## src/hw/rtl/tvfsm_pkg.sv

```systemverilog
// ----------------------------------------------------------------------------
// tvfsm_pkg: shared types and helpers for the TMR voter
// Beat payload structs, supervisor mode codes and small compare functions.
// ----------------------------------------------------------------------------
package tvfsm_pkg;

    // Sample width (signed Q11.4 at 16 bits) and register widths
    localparam int SAMPLE_WIDTH = 16;
    localparam int THR_WIDTH    = 16;
    localparam int LIMIT_WIDTH  = 4;
    localparam int CNT_WIDTH    = 4;
    localparam int FAULT_WIDTH  = 2;
    localparam int CODE_WIDTH   = 2;

    // Register reset values
    localparam logic [THR_WIDTH-1:0]   THR_RESET   = THR_WIDTH'(80);
    localparam logic [LIMIT_WIDTH-1:0] LIMIT_RESET = LIMIT_WIDTH'(3);

    // APB register map
    localparam int APB_ADDR_WIDTH = 3;
    localparam int APB_DATA_WIDTH = 32;
    localparam logic REG_AGREE_THRESHOLD = 1'b0;
    localparam logic REG_REC_LIMIT       = 1'b1;

    // Reciprocal of 3 for magnitudes below 2^(SAMPLE_WIDTH+1)
    localparam int MAG_WIDTH  = SAMPLE_WIDTH + 1;
    localparam int SUM_WIDTH  = SAMPLE_WIDTH + 2;
    localparam int PROD_WIDTH = 2 * SAMPLE_WIDTH + 2;
    localparam logic [MAG_WIDTH-1:0] DIV3_MUL =
        MAG_WIDTH'(((64'd1 << (SAMPLE_WIDTH + 2)) / 64'd3) + 64'd1);

    // Fault totals
    localparam logic [FAULT_WIDTH-1:0] FAULTS_NONE = 2'd0;
    localparam logic [FAULT_WIDTH-1:0] FAULTS_ONE  = 2'd1;
    localparam logic [FAULT_WIDTH-1:0] FAULTS_ALL  = 2'd3;

    // Mode codes as seen on the result beat
    localparam logic [CODE_WIDTH-1:0] MODE_CODE_NOMINAL    = 2'd0;
    localparam logic [CODE_WIDTH-1:0] MODE_CODE_DEGRADED   = 2'd1;
    localparam logic [CODE_WIDTH-1:0] MODE_CODE_SAFE       = 2'd2;
    localparam logic [CODE_WIDTH-1:0] MODE_CODE_RECOVERING = 2'd3;

    // Supervisor states
    typedef enum logic [3:0] {
        ST_NOMINAL    = 4'b0001,
        ST_DEGRADED   = 4'b0010,
        ST_SAFE       = 4'b0100,
        ST_RECOVERING = 4'b1000
    } t_mode;

    // Input beat
    typedef struct packed {
        logic                            kind;
        logic signed [SAMPLE_WIDTH-1:0]  sample_a;
        logic signed [SAMPLE_WIDTH-1:0]  sample_b;
        logic signed [SAMPLE_WIDTH-1:0]  sample_c;
    } t_in_item;

    // Result beat
    typedef struct packed {
        logic signed [SAMPLE_WIDTH-1:0]  voted_value;
        logic                            fault_a;
        logic                            fault_b;
        logic                            fault_c;
        logic [FAULT_WIDTH-1:0]          fault_total;
        logic [CODE_WIDTH-1:0]           mode_after;
    } t_out_item;

    // Request from the pipeline to the supervisor
    typedef struct packed {
        logic                   update;
        logic                   op_reset;
        logic [FAULT_WIDTH-1:0] faults;
    } t_sup_req;

    localparam logic KIND_SAMPLE   = 1'b0;
    localparam logic KIND_OP_RESET = 1'b1;

    // Map a state onto its result code
    function automatic logic [CODE_WIDTH-1:0] mode_code(input t_mode m);
        logic [CODE_WIDTH-1:0] c;
        case (m)
            ST_NOMINAL:    c = MODE_CODE_NOMINAL;
            ST_DEGRADED:   c = MODE_CODE_DEGRADED;
            ST_SAFE:       c = MODE_CODE_SAFE;
            ST_RECOVERING: c = MODE_CODE_RECOVERING;
            default:       c = MODE_CODE_SAFE;
        endcase
        return c;
    endfunction

    // Two readings agree when |x - y| <= thr, difference at full precision
    function automatic logic agree(input logic signed [SAMPLE_WIDTH-1:0] x,
                                   input logic signed [SAMPLE_WIDTH-1:0] y,
                                   input logic [THR_WIDTH-1:0]           thr);
        logic [SAMPLE_WIDTH:0] d;
        logic [SAMPLE_WIDTH:0] m;
        d = {x[SAMPLE_WIDTH-1], x} - {y[SAMPLE_WIDTH-1], y};
        m = d[SAMPLE_WIDTH] ? (~d + 1'b1) : d;
        return m <= (SAMPLE_WIDTH + 1)'(thr);
    endfunction

    // Median of three signed readings
    function automatic logic signed [SAMPLE_WIDTH-1:0] median3(
        input logic signed [SAMPLE_WIDTH-1:0] a,
        input logic signed [SAMPLE_WIDTH-1:0] b,
        input logic signed [SAMPLE_WIDTH-1:0] c);
        logic signed [SAMPLE_WIDTH-1:0] lo;
        logic signed [SAMPLE_WIDTH-1:0] hi;
        logic signed [SAMPLE_WIDTH-1:0] r;
        lo = (a < b) ? a : b;
        hi = (a < b) ? b : a;
        if (c <= lo) begin
            r = lo;
        end else if (c >= hi) begin
            r = hi;
        end else begin
            r = c;
        end
        return r;
    endfunction

endpackage

```

## src/hw/rtl/tvfsm_sup.sv

```systemverilog
// ----------------------------------------------------------------------------
// tvfsm_sup: fault supervisor
// Four-state mode machine with a recovery sample counter; advances once per
// sample and on operator reset, and reports the mode after the update.
// ----------------------------------------------------------------------------
module tvfsm_sup
    import tvfsm_pkg::*;
(
    input  logic                   i_clk,
    input  logic                   i_rst_n,
    input  t_sup_req               i_req,
    input  logic [LIMIT_WIDTH-1:0] i_limit,
    output logic [CODE_WIDTH-1:0]  o_mode_code
);

    t_mode                r_mode;
    t_mode                n_mode;
    logic [CNT_WIDTH-1:0] r_count;
    logic [CNT_WIDTH-1:0] n_count;
    logic [CNT_WIDTH-1:0] count_inc;

    assign count_inc = r_count + 1'b1;

    // Next state for the beat leaving the pipeline
    always_comb begin
        n_mode  = r_mode;
        n_count = r_count;
        if (i_req.update) begin
            if (i_req.op_reset) begin
                // Operator reset only acts from degraded or safe
                if (r_mode == ST_DEGRADED || r_mode == ST_SAFE) begin
                    n_mode  = ST_RECOVERING;
                    n_count = '0;
                end
            end else begin
                case (r_mode)
                    ST_NOMINAL, ST_DEGRADED: begin
                        if (i_req.faults == FAULTS_NONE) begin
                            n_mode = ST_NOMINAL;
                        end else if (i_req.faults == FAULTS_ONE) begin
                            n_mode = ST_DEGRADED;
                        end else begin
                            n_mode = ST_SAFE;
                        end
                    end
                    ST_SAFE: begin
                        n_mode = ST_SAFE;
                    end
                    ST_RECOVERING: begin
                        n_count = count_inc;
                        if (count_inc >= i_limit) begin
                            n_mode = ST_SAFE;
                        end else if (i_req.faults == FAULTS_NONE) begin
                            n_mode  = ST_NOMINAL;
                            n_count = '0;
                        end else if (i_req.faults == FAULTS_ONE) begin
                            n_mode  = ST_DEGRADED;
                            n_count = '0;
                        end else begin
                            n_mode = ST_SAFE;
                        end
                    end
                    default: begin
                        n_mode = ST_SAFE;
                    end
                endcase
            end
        end
    end

    // Hold mode and count
    always_ff @(posedge i_clk) begin
        if (!i_rst_n) begin
            r_mode  <= ST_NOMINAL;
            r_count <= '0;
        end else begin
            r_mode  <= n_mode;
            r_count <= n_count;
        end
    end

    assign o_mode_code = mode_code(n_mode);

endmodule

```

## src/hw/rtl/tmr_voter_fault_state_machine_top.sv

```systemverilog
// ----------------------------------------------------------------------------
// tmr_voter_fault_state_machine_top: triple redundant sample voter
// Votes three readings per beat, flags faulty sensors and runs the supervisor.
// ----------------------------------------------------------------------------
// Usage:
//   Input channel (i_in_valid / o_in_stall / i_in) carries either a sample
//   triple or an operator reset command. Every sample beat yields exactly one
//   result beat on (o_out_valid / i_out_stall / o_out); an operator reset
//   beat yields none but updates the supervisor in stream order.
//   Registers agree threshold (0x0) and recovery sample limit (0x4) are on the
//   APB port; the user must write them only while idle; no check enforces it.
//   Path: a result passes the input register, agree compare, sum and median,
//   multiply by 1/3 and halve, then the output register. Throughput: one beat
//   per cycle while nothing stalls; each stage holds one beat and the stall
//   ripples back only through stages that are full.
//   The supervisor state is updated as a beat leaves the multiply stage.
//   Reset: synchronous, active low; clears the pipeline, puts the supervisor
//   in nominal with a zero count and restores the register defaults.
//   Receiver stall: the result holds in the output register while the
//   earlier stages keep filling; o_in_stall rises once all are occupied.
// ----------------------------------------------------------------------------
module tmr_voter_fault_state_machine_top
    import tvfsm_pkg::*;
(
    input  logic                      i_clk,
    input  logic                      i_rst_n,
    // input channel
    input  logic                      i_in_valid,
    output logic                      o_in_stall,
    input  t_in_item                  i_in,
    // result channel
    output logic                      o_out_valid,
    input  logic                      i_out_stall,
    output t_out_item                 o_out,
    // configuration port
    input  logic                      psel,
    input  logic                      penable,
    input  logic                      pwrite,
    input  logic [APB_ADDR_WIDTH-1:0] paddr,
    input  logic [APB_DATA_WIDTH-1:0] pwdata,
    output logic [APB_DATA_WIDTH-1:0] prdata,
    output logic                      pready
);

    // ------------------------------------------------------------------
    // Configuration registers
    // ------------------------------------------------------------------
    logic [THR_WIDTH-1:0]   r_thr;
    logic [LIMIT_WIDTH-1:0] r_limit;
    logic                   cfg_wr;

    assign pready = 1'b1;
    assign cfg_wr = psel && penable && pwrite && pready;

    // Write the addressed register
    always_ff @(posedge i_clk) begin
        if (!i_rst_n) begin
            r_thr   <= THR_RESET;
            r_limit <= LIMIT_RESET;
        end else if (cfg_wr) begin
            if (paddr[2] == REG_AGREE_THRESHOLD) begin
                r_thr <= pwdata[THR_WIDTH-1:0];
            end else begin
                r_limit <= pwdata[LIMIT_WIDTH-1:0];
            end
        end
    end

    // Read back
    always_comb begin
        if (paddr[2] == REG_REC_LIMIT) begin
            prdata = APB_DATA_WIDTH'(r_limit);
        end else begin
            prdata = APB_DATA_WIDTH'(r_thr);
        end
    end

    // ------------------------------------------------------------------
    // Pipeline registers
    // ------------------------------------------------------------------
    // stage A: input register
    logic                           r_a_vld;
    t_in_item                       r_a;
    // stage B: agree flags
    logic                           r_b_vld;
    logic                           r_b_kind;
    logic signed [SAMPLE_WIDTH-1:0] r_b_sa;
    logic signed [SAMPLE_WIDTH-1:0] r_b_sb;
    logic signed [SAMPLE_WIDTH-1:0] r_b_sc;
    logic [2:0]                     r_b_ok;
    // stage C: sum magnitude and median
    logic                           r_c_vld;
    logic                           r_c_kind;
    logic [2:0]                     r_c_ok;
    logic                           r_c_neg;
    logic [MAG_WIDTH-1:0]           r_c_mag;
    logic signed [SAMPLE_WIDTH-1:0] r_c_med;
    // stage D: quotients
    logic                           r_d_vld;
    logic                           r_d_kind;
    logic [2:0]                     r_d_ok;
    logic                           r_d_neg;
    logic [SAMPLE_WIDTH-1:0]        r_d_q3;
    logic [SAMPLE_WIDTH-1:0]        r_d_q2;
    logic signed [SAMPLE_WIDTH-1:0] r_d_med;
    // stage E: output register
    logic                           r_out_vld;
    t_out_item                      r_out;

    // ------------------------------------------------------------------
    // Flow control: each stage moves when the next one has room
    // ------------------------------------------------------------------
    logic out_free;
    logic d_go, d_rdy;
    logic c_go, c_rdy;
    logic b_go, b_rdy;
    logic a_go, a_rdy;
    logic in_take;

    assign out_free = !r_out_vld || !i_out_stall;
    assign d_go     = r_d_vld && (r_d_kind == KIND_OP_RESET || out_free);
    assign d_rdy    = !r_d_vld || d_go;
    assign c_go     = r_c_vld && d_rdy;
    assign c_rdy    = !r_c_vld || c_go;
    assign b_go     = r_b_vld && c_rdy;
    assign b_rdy    = !r_b_vld || b_go;
    assign a_go     = r_a_vld && b_rdy;
    assign a_rdy    = !r_a_vld || a_go;
    assign in_take  = i_in_valid && a_rdy;

    assign o_in_stall = !a_rdy;

    // Advance valid bits
    always_ff @(posedge i_clk) begin
        if (!i_rst_n) begin
            r_a_vld   <= 1'b0;
            r_b_vld   <= 1'b0;
            r_c_vld   <= 1'b0;
            r_d_vld   <= 1'b0;
            r_out_vld <= 1'b0;
        end else begin
            if (a_rdy) begin
                r_a_vld <= i_in_valid;
            end
            if (b_rdy) begin
                r_b_vld <= a_go;
            end
            if (c_rdy) begin
                r_c_vld <= b_go;
            end
            if (d_rdy) begin
                r_d_vld <= c_go;
            end
            if (d_go && r_d_kind == KIND_SAMPLE) begin
                r_out_vld <= 1'b1;
            end else if (!i_out_stall) begin
                r_out_vld <= 1'b0;
            end
        end
    end

    // ------------------------------------------------------------------
    // Stage A: capture the input beat
    // ------------------------------------------------------------------
    always_ff @(posedge i_clk) begin
        if (in_take) begin
            r_a <= i_in;
        end
    end

    // ------------------------------------------------------------------
    // Stage B: pairwise agreement, a reading is valid if it agrees with one
    // ------------------------------------------------------------------
    logic ag_ab, ag_ac, ag_bc;

    assign ag_ab = agree(r_a.sample_a, r_a.sample_b, r_thr);
    assign ag_ac = agree(r_a.sample_a, r_a.sample_c, r_thr);
    assign ag_bc = agree(r_a.sample_b, r_a.sample_c, r_thr);

    always_ff @(posedge i_clk) begin
        if (a_go) begin
            r_b_kind <= r_a.kind;
            r_b_sa   <= r_a.sample_a;
            r_b_sb   <= r_a.sample_b;
            r_b_sc   <= r_a.sample_c;
            r_b_ok   <= {ag_ac || ag_bc, ag_ab || ag_bc, ag_ab || ag_ac};
        end
    end

    // ------------------------------------------------------------------
    // Stage C: sum of valid readings as sign and magnitude, plus median
    // ------------------------------------------------------------------
    logic signed [SUM_WIDTH-1:0] sum;
    logic [SUM_WIDTH-1:0]        sum_abs;

    always_comb begin
        sum = '0;
        if (r_b_ok[0]) begin
            sum = sum + SUM_WIDTH'(r_b_sa);
        end
        if (r_b_ok[1]) begin
            sum = sum + SUM_WIDTH'(r_b_sb);
        end
        if (r_b_ok[2]) begin
            sum = sum + SUM_WIDTH'(r_b_sc);
        end
        sum_abs = sum[SUM_WIDTH-1] ? SUM_WIDTH'(-sum) : SUM_WIDTH'(sum);
    end

    always_ff @(posedge i_clk) begin
        if (b_go) begin
            r_c_kind <= r_b_kind;
            r_c_ok   <= r_b_ok;
            r_c_neg  <= sum[SUM_WIDTH-1];
            r_c_mag  <= sum_abs[MAG_WIDTH-1:0];
            r_c_med  <= median3(r_b_sa, r_b_sb, r_b_sc);
        end
    end

    // ------------------------------------------------------------------
    // Stage D: divide magnitude by 3 (reciprocal) and by 2 (shift)
    // ------------------------------------------------------------------
    logic [PROD_WIDTH-1:0] prod;

    assign prod = PROD_WIDTH'(r_c_mag) * PROD_WIDTH'(DIV3_MUL);

    always_ff @(posedge i_clk) begin
        if (c_go) begin
            r_d_kind <= r_c_kind;
            r_d_ok   <= r_c_ok;
            r_d_neg  <= r_c_neg;
            r_d_q3   <= prod[PROD_WIDTH-1:SUM_WIDTH];
            r_d_q2   <= r_c_mag[MAG_WIDTH-1:1];
            r_d_med  <= r_c_med;
        end
    end

    // ------------------------------------------------------------------
    // Stage E: select the vote, update the supervisor, load the result
    // ------------------------------------------------------------------
    logic                    none_ok;
    logic                    all_ok;
    logic [FAULT_WIDTH-1:0]  faults;
    logic [SAMPLE_WIDTH-1:0] q_sel;
    logic [SAMPLE_WIDTH-1:0] mean;
    logic [CODE_WIDTH-1:0]   mode_next;
    t_sup_req                sup_req;

    assign none_ok = (r_d_ok == 3'b000);
    assign all_ok  = (r_d_ok == 3'b111);
    assign q_sel   = all_ok ? r_d_q3 : r_d_q2;
    assign mean    = r_d_neg ? (~q_sel + 1'b1) : q_sel;

    always_comb begin
        if (all_ok) begin
            faults = FAULTS_NONE;
        end else if (none_ok) begin
            faults = FAULTS_ALL;
        end else begin
            faults = FAULTS_ONE;
        end
    end

    assign sup_req.update   = d_go;
    assign sup_req.op_reset = (r_d_kind == KIND_OP_RESET);
    assign sup_req.faults   = faults;

    tvfsm_sup u_sup (
        .i_clk       (i_clk),
        .i_rst_n     (i_rst_n),
        .i_req       (sup_req),
        .i_limit     (r_limit),
        .o_mode_code (mode_next)
    );

    // Load the result beat
    always_ff @(posedge i_clk) begin
        if (d_go && r_d_kind == KIND_SAMPLE) begin
            r_out.voted_value <= none_ok ? r_d_med : $signed(mean);
            r_out.fault_a     <= !r_d_ok[0];
            r_out.fault_b     <= !r_d_ok[1];
            r_out.fault_c     <= !r_d_ok[2];
            r_out.fault_total <= faults;
            r_out.mode_after  <= mode_next;
        end
    end

    assign o_out_valid = r_out_vld;
    assign o_out       = r_out;

`ifndef SYNTHESIS
    // A sample never leaves the supervisor in recovering
    a_no_recovering_out: assert property (@(posedge i_clk) disable iff (!i_rst_n)
        o_out_valid |-> o_out.mode_after != MODE_CODE_RECOVERING)
        else $error("result reports recovering mode");

    // All sensors faulty always forces safe mode
    a_all_fault_safe: assert property (@(posedge i_clk) disable iff (!i_rst_n)
        o_out_valid && o_out.fault_total == FAULTS_ALL |->
            o_out.mode_after == MODE_CODE_SAFE)
        else $error("triple fault without safe mode");

    // Clean vote never lands in degraded
    a_clean_not_degraded: assert property (@(posedge i_clk) disable iff (!i_rst_n)
        o_out_valid && o_out.fault_total == FAULTS_NONE |->
            !o_out.fault_a && !o_out.fault_b && !o_out.fault_c &&
            o_out.mode_after != MODE_CODE_DEGRADED)
        else $error("clean vote with fault flags or degraded mode");

    // Exactly one sensor flagged when the total is one
    a_single_fault: assert property (@(posedge i_clk) disable iff (!i_rst_n)
        o_out_valid && o_out.fault_total == FAULTS_ONE |->
            $onehot({o_out.fault_a, o_out.fault_b, o_out.fault_c}))
        else $error("fault total disagrees with fault flags");
`endif

endmodule
```

## config.mk

```make
export PLATFORM = sky130hd
export DESIGN_NAME = tmr_voter_fault_state_machine_top
export DESIGN_NICKNAME = d
export VERILOG_FILES = /design/src/hw/rtl/tvfsm_pkg.sv /design/src/hw/rtl/tvfsm_sup.sv /design/src/hw/rtl/tmr_voter_fault_state_machine_top.sv
export SDC_FILE = /design/constraint.sdc
export NUM_CORES = 1
export LEC_CHECK = 0
export ABC_AREA = 1
export BUFFER_PORTS_ARGS = -buffer_cell sky130_fd_sc_hd__buf_2
export CAP_MARGIN = 10
export CELL_PAD_IN_SITES_DETAIL_PLACEMENT = 1
export CELL_PAD_IN_SITES_GLOBAL_PLACEMENT = 1
export CORE_MARGIN = 5
export CORE_UTILIZATION = 48
export CTS_BUF_LIST = sky130_fd_sc_hd__clkbuf_4
export DETAILED_ROUTE_END_ITERATION = 8
export PLACE_DENSITY = 0.91
export SETUP_SLACK_MARGIN = 0.3
export SLEW_MARGIN = 0
export SYNTH_ARGS = -nofsm -noshare
export SYNTH_HDL_FRONTEND = slang
export SYNTH_SLANG_ARGS = --single-unit
```

## constraint.sdc

```tcl
create_clock -name i_clk -period 6 [get_ports i_clk]
set_input_delay 1.8 -clock i_clk [delete_from_list [all_inputs] [get_ports i_clk]]
set_output_delay 1.8 -clock i_clk [all_outputs]
set_load 0.01 [all_outputs]
```

Word-level counts from Yosys, hierarchy flattened

Index checks and enable logic that the tools add are counted.

Bits in registers: 248
Bits of input ports: 91
Output and inout bits: 58

Add/subtract/negate cells: 11
Multipliers: 1
Order comparisons: 7
Eq/ne operators: 11
Muxes and demuxes: 33
Bitwise gates (word level): 6
Reduce and logical (&&, ||, !) cells: 35

Operator list:

| kind                                                                  | count |
|---|---|
| 16-bit 2-to-1 mux                                                     | 8 |
| 17-bit 2-to-1 mux                                                     | 4 |
| 18-bit 2-to-1 mux                                                     | 3 |
| 17-bit by 1-bit adder with 17-bit output, second input constant       | 3 |
| 17-bit by 16-bit less-or-equal comparator with 1-bit output           | 3 |
| 17-bit NOT                                                            | 3 |
| 16-bit by 16-bit subtractor with 17-bit output                        | 3 |
| 4-bit 2-to-1 mux                                                      | 10 |
| 18-bit by 16-bit adder with 18-bit output                             | 2 |
| 17-bit by 16-bit multiplier with 33-bit output, second input constant | 1 |
| 17-bit negator                                                        | 1 |
| 16-bit by 1-bit adder with 16-bit output, second input constant       | 1 |
| 16-bit greater-or-equal comparator                                    | 1 |
| 16-bit less-or-equal comparator                                       | 1 |
| 16-bit < comparator                                                   | 1 |
| 16-bit NOT                                                            | 1 |
| 1-bit zero test                                                       | 10 |
| 1-bit logical OR                                                      | 10 |
| 4-bit by 1-bit == test with 1-bit output, second input constant       | 2 |
| 4-bit by 2-bit == test with 1-bit output, second input constant       | 2 |
| 4-bit == test, second input constant                                  | 2 |
| 1-bit logical AND                                                     | 8 |
| 4-bit one-hot mux with 2 select lines                                 | 1 |
| 3-bit 2-to-1 mux                                                      | 2 |
| other kinds (16)                                                      | 21 |

Logic depth before layout (Yosys ltp)

Depth in word-level cells: 12
Gate-level depth with buffers: 34

Modules after synthesis

From an unflattened synthesis, not the netlist that was laid out.

Cells, all modules: 2859
Area, all modules: 23239.8 um^2

By module, submodules not included:

| module                            | times used | cells each | area each (um^2) | sequential area each (um^2) |
|---|---|---|---|---|
| tmr_voter_fault_state_machine_top | 1          | 2756       | 22611.7          | 6956.7 |
| tvfsm_sup                         | 1          | 103        | 628.1            | 160.2 |

Least setup slack after synthesis

No wires, ideal clock.

Path type: flip-flop to flip-flop
Start point: register r_c_mag[1]
End point: register r_d_q3[12] (data pin)
Arrival: 5.023 ns
Required time: 5.735 ns
Slack: 0.712 ns
Cell stages (with the launch flop): 22
Path buffers: 0
Clock period less this slack: 5.288 ns
Path through: edfxtp_1 -> ha_1 -> inv_1 -> fa_1 -> fa_1 -> inv_1 -> fa_1 -> fa_1 -> inv_1 -> fa_1 -> inv_1 -> ha_1 -> a21oi_1 -> inv_1 -> a31oi_1 -> a21boi_0 -> o21ai_0 -> nand2_1 -> o211ai_1 -> nand3_1 -> o211ai_1 -> xor2_1

Longest elaborated chain between the ends: 1

RTL lines:

| what                                           | line                                     | source |
|---|---|---|
| start, declared                                | tmr_voter_fault_state_machine_top.sv:96  | `logic [MAG_WIDTH-1:0] r_c_mag;` |
| start signal, assigned                         | tmr_voter_fault_state_machine_top.sv:215 | `r_c_mag <= sum_abs[MAG_WIDTH-1:0];` |
| 17-bit by 16-bit multiplier with 33-bit output | tmr_voter_fault_state_machine_top.sv:225 | `assign prod = PROD_WIDTH'(r_c_mag) * PROD_WIDTH'(DIV3_MUL);` |
| via prod[30]                                   | tmr_voter_fault_state_machine_top.sv:223 | `logic [PROD_WIDTH-1:0] prod;` |
| end signal, assigned                           | tmr_voter_fault_state_machine_top.sv:232 | `r_d_q3 <= prod[PROD_WIDTH-1:SUM_WIDTH];` |
| end, declared                                  | tmr_voter_fault_state_machine_top.sv:103 | `logic [SAMPLE_WIDTH-1:0] r_d_q3;` |

The timed path passes the listed nets, and every way through them passes these cells.
A chain may end at the register's enable or synchronous reset.

Worst setup path after layout

Start point: register r_c_mag[5]
End point: register r_d_q3[6] (data pin)

Same word-level chain as after synthesis.

==> summary.txt <==
Status
  – Status: completed

STA
  – Fmax: ~180 MHz
  – RSZ-0062 raised after global routing: yes
  – Total Neg Setup Slack: 0 ns
  – Slew @ Worst Pin: 1.17 ns
  – Setup Skew: 0.0564 ns
  – Tcrit/Tclk final: between 90% and 100%
  – Period minus WS final: around 5.6 ns
  – Relative slew slack: around 22%
  – Fin. max-slew vios: 0
  – # setup viols final: 0
  – Final hold violation count: 0

Global route
  – Initial antenna violation count: 2
  – GR Overflow Total: 0
  – Vias in the first global route: roughly 23k
  – First-pass GRT wire length: 124 mm
  – Largest net degree at the start of global routing: 53
  – Total track usage: 29.3%

Critical path
  – Worst Path Arrival: a little over 6 ns
  – Critical path's most frequent cell: fa_1
  – CP peak stage delay: just under 0.6 ns
  – CP Class: reg -> reg
  – Worst Path Max Fanout: 6
  – Critical Path Slowest Stage Cell: fa_1
  – Req. time, crit path: roughly 6.6 ns
  – Startpoint Class: flop
  – CP endpoint kind: flop
  – CP Cell Sequence: ha_1, ha_1, fa_1, fa_1, fa_1, inv_1, fa_1, inv_1, ha_1, nand4_1, nor3_1, a21oi_2, o21bai_2, nand2_1, o211ai_1, buf_4, xor2_1

Floorplan
  – Num ports: about 150
  – Die area: about 0.054 mm^2
  – Row cnt: 81
  – DIE HEIGHT: 232 um
  – Initial core utilization: 48.5%
  – Die width: around 230 um
  – Core ar.: a little under 0.05 mm^2

Pwr
  – Pleak: approximately 13 nW
  – Pwr Density: between 600 and 700 mW/mm^2
  – VDD IR max: between 0.9 and 1 mV

Route
  – Final WL: between 80 and 90 mm
  – Initial DRC Count: ~1.2k
  – Avg WL per Cell: 20.7 um
  – Drt pass-1 iters: 7
  – Detailed-route DRC error count: 0
  – Vias per cell: roughly 5.6
  – Final ANT Viol Nets: 0
  – Vias: between 20k and 25k

Clock tree
  – Max clock buf depth: 3
  – Hold-fix buffers at CTS: 0
  – Num CTS Buffers: just over 70
  – CTS Sinks: ~250
  – CTS tree: done
  – Root buffer cell: clkbuf_4
  – H-tree depth: 3
  – CTS clk-pin slew, worst paths: roughly 0.070 ns
  – Clock Latency Late Sink: ~0.83 ns

Logic synthesis
  – Async set-reset flop share out of synthesis: 0%
  – Number of synthesized flops with an enable pin: around 220
  – Register bit total from synthesis: roughly 250
  – Ys flop type: edfxtp_1
  – Post-Syn Instances: just under 3k
  – Post-synth cell types: 61
  – Mapped Area: about 0.024 mm^2
  – Synth warnings: 0
  – Syn_area_per_cell: 7.99 um^2
  – Post-synthesis sequential area ratio: between 20 and 30%

Placement
  – Final GP Congestion: 0.964
  – Final HPWL DP: 65.2 mm
  – Port bufs: between 100 and 150

Hold path
  – Min-delay worst type: reg -> reg

Final layout
  – Core Util, Final: between 50 and 60%
  – Most frequent cells in the layout: nand2_1 (614), inv_1 (558), ha_1 (306)
  – Share of post-route cells with drive strength above 1: ~11%
  – Nets@finish: around 3.7k
  – Area growth from synthesis to layout: 10.4%
  – Most common cell after layout, fill and taps aside: nand2_1

Run
  – Max Cap Viol: 0
final timing paths:
kind	start	to	slack [ns]	cells after the start
setup / recovery	r_c_mag[5]	r_d_q3[6]	0.39	17
setup reg to reg	r_c_mag[5]	r_d_q3[6]	0.39	17
hold / removal	r_b_kind	r_c_kind	0.42	0
hold reg to reg	r_b_kind	r_c_kind	0.42	0
cells by family after synthesis:
family / share of synthesized area (%)
AOI/OAI and AO/OA: 9.94
other: 0.0316
muxes: 0.127
and+or+nand+nor: 21.3
xor gates and xnor gates: 4.17
adders and majority gates: 24.2
buffers and inverters: 10.3
DFF: 30.0
stage by stage:
step                      hold WS [ns]  worst slack (ns)  std cells  area [um^2]  power (mW)
after CTS                        0.414             0.314       3855        26000        16.4
after floorplan                  0.400             0.712       2987        23800        10.8
after detailed placement         0.407             0.256       3730        25100        14.5
after global routing             0.418             0.245       3879        26200        18.6
final                            0.424             0.393       3879        26200        17.2
after global placement           0.402             0.459       3730        25100        13.5
layout make-up:
| type | count | area (um^2) |
|---|---|---|
| timing repair buffer | 155 | 893 |
| sequential | 248 | 7120 |
| multi-input combinational | 2117 | 14300 |
| fill | 6131 | 22700 |
| clock buffer | 93 | 698 |
| inverter | 568 | 2130 |
| antenna | 2 | 5.00 |
| clock inverter | 32 | 231 |
| tap | 664 | 831 |
flip-flops by register name, indices dropped and copies added (netlist names), 3 cells and up:
signal         count
o_out             23
r_a               49
r_b_ok             3
r_b_sa            16
r_b_sb            16
r_b_sc            16
r_c_mag           17
r_c_med           16
r_c_ok             3
r_d_med           16
r_d_ok             3
r_d_q2            16
r_d_q3            16
r_limit            4
r_thr             16
u_sup.r_count      4
u_sup.r_mode       4
routing by layer:
| metal | vias to the layer above | GRT usage [%] | part of all wire, % |
|---|---|---|---|
| met1 | 10600 | 33.2 | 39 |
| met5 | - | 0 | 0 |
| met2 | 732 | 53.1 | 51 |
| met3 | 254 | 4.17 | 4.6 |
| li1 | 10100 | - | - |
| met4 | 0 | 15.6 | 6.1 |
cells in the mapped netlist (13+ instances only):
library cell | instances | area [um^2]
edfxtp_1 | 215 | 6460
fa_1 | 93 | 1860
o211ai_1 | 21 | 158
nand3_1 | 171 | 856
dfxtp_1 | 33 | 661
nand4_1 | 41 | 257
nor3_1 | 26 | 130
buf_4 | 18 | 135
xor2_1 | 86 | 753
clkbuf_1 | 20 | 75.1
a21o_1 | 13 | 97.6
xnor2_1 | 27 | 236
or2_2 | 13 | 81.3
a21oi_1 | 170 | 851
nand2_2 | 18 | 113
nor2_1 | 219 | 822
nand2_1 | 614 | 2300
and2_1 | 16 | 100
o21ai_0 | 132 | 661
ha_1 | 310 | 3880
inv_1 | 560 | 2100
nand3b_1 | 15 | 113
worst max-delay path, delay by kind of cell, from the launching register on:
| kind | cells | cell delay [ns] |
|---|---|---|
| AO/OA/AOI/OAI | 3 | 0.51 |
| XOR/XNOR | 1 | 0.24 |
| adder cells (fa/ha/maj) | 7 | 3.30 |
| buffers and inverters | 3 | 0.32 |
| flip-flops | 1 | 0.52 |
| AND/OR/NAND/NOR | 3 | 0.51 |
where the power goes:
group	internal [mW]	switching (mW)
sequential	2.41	0.142
combinational	4.62	8.33
clock	0.865	0.818
timing repair:
item,in CTS,in global routing
pin swaps,0,3
setup endpoints to repair,1,12
hold endpoints to repair,0,0
resized for setup,1,14
buffers inserted,0,22
(Power assumes the default switching activity.)
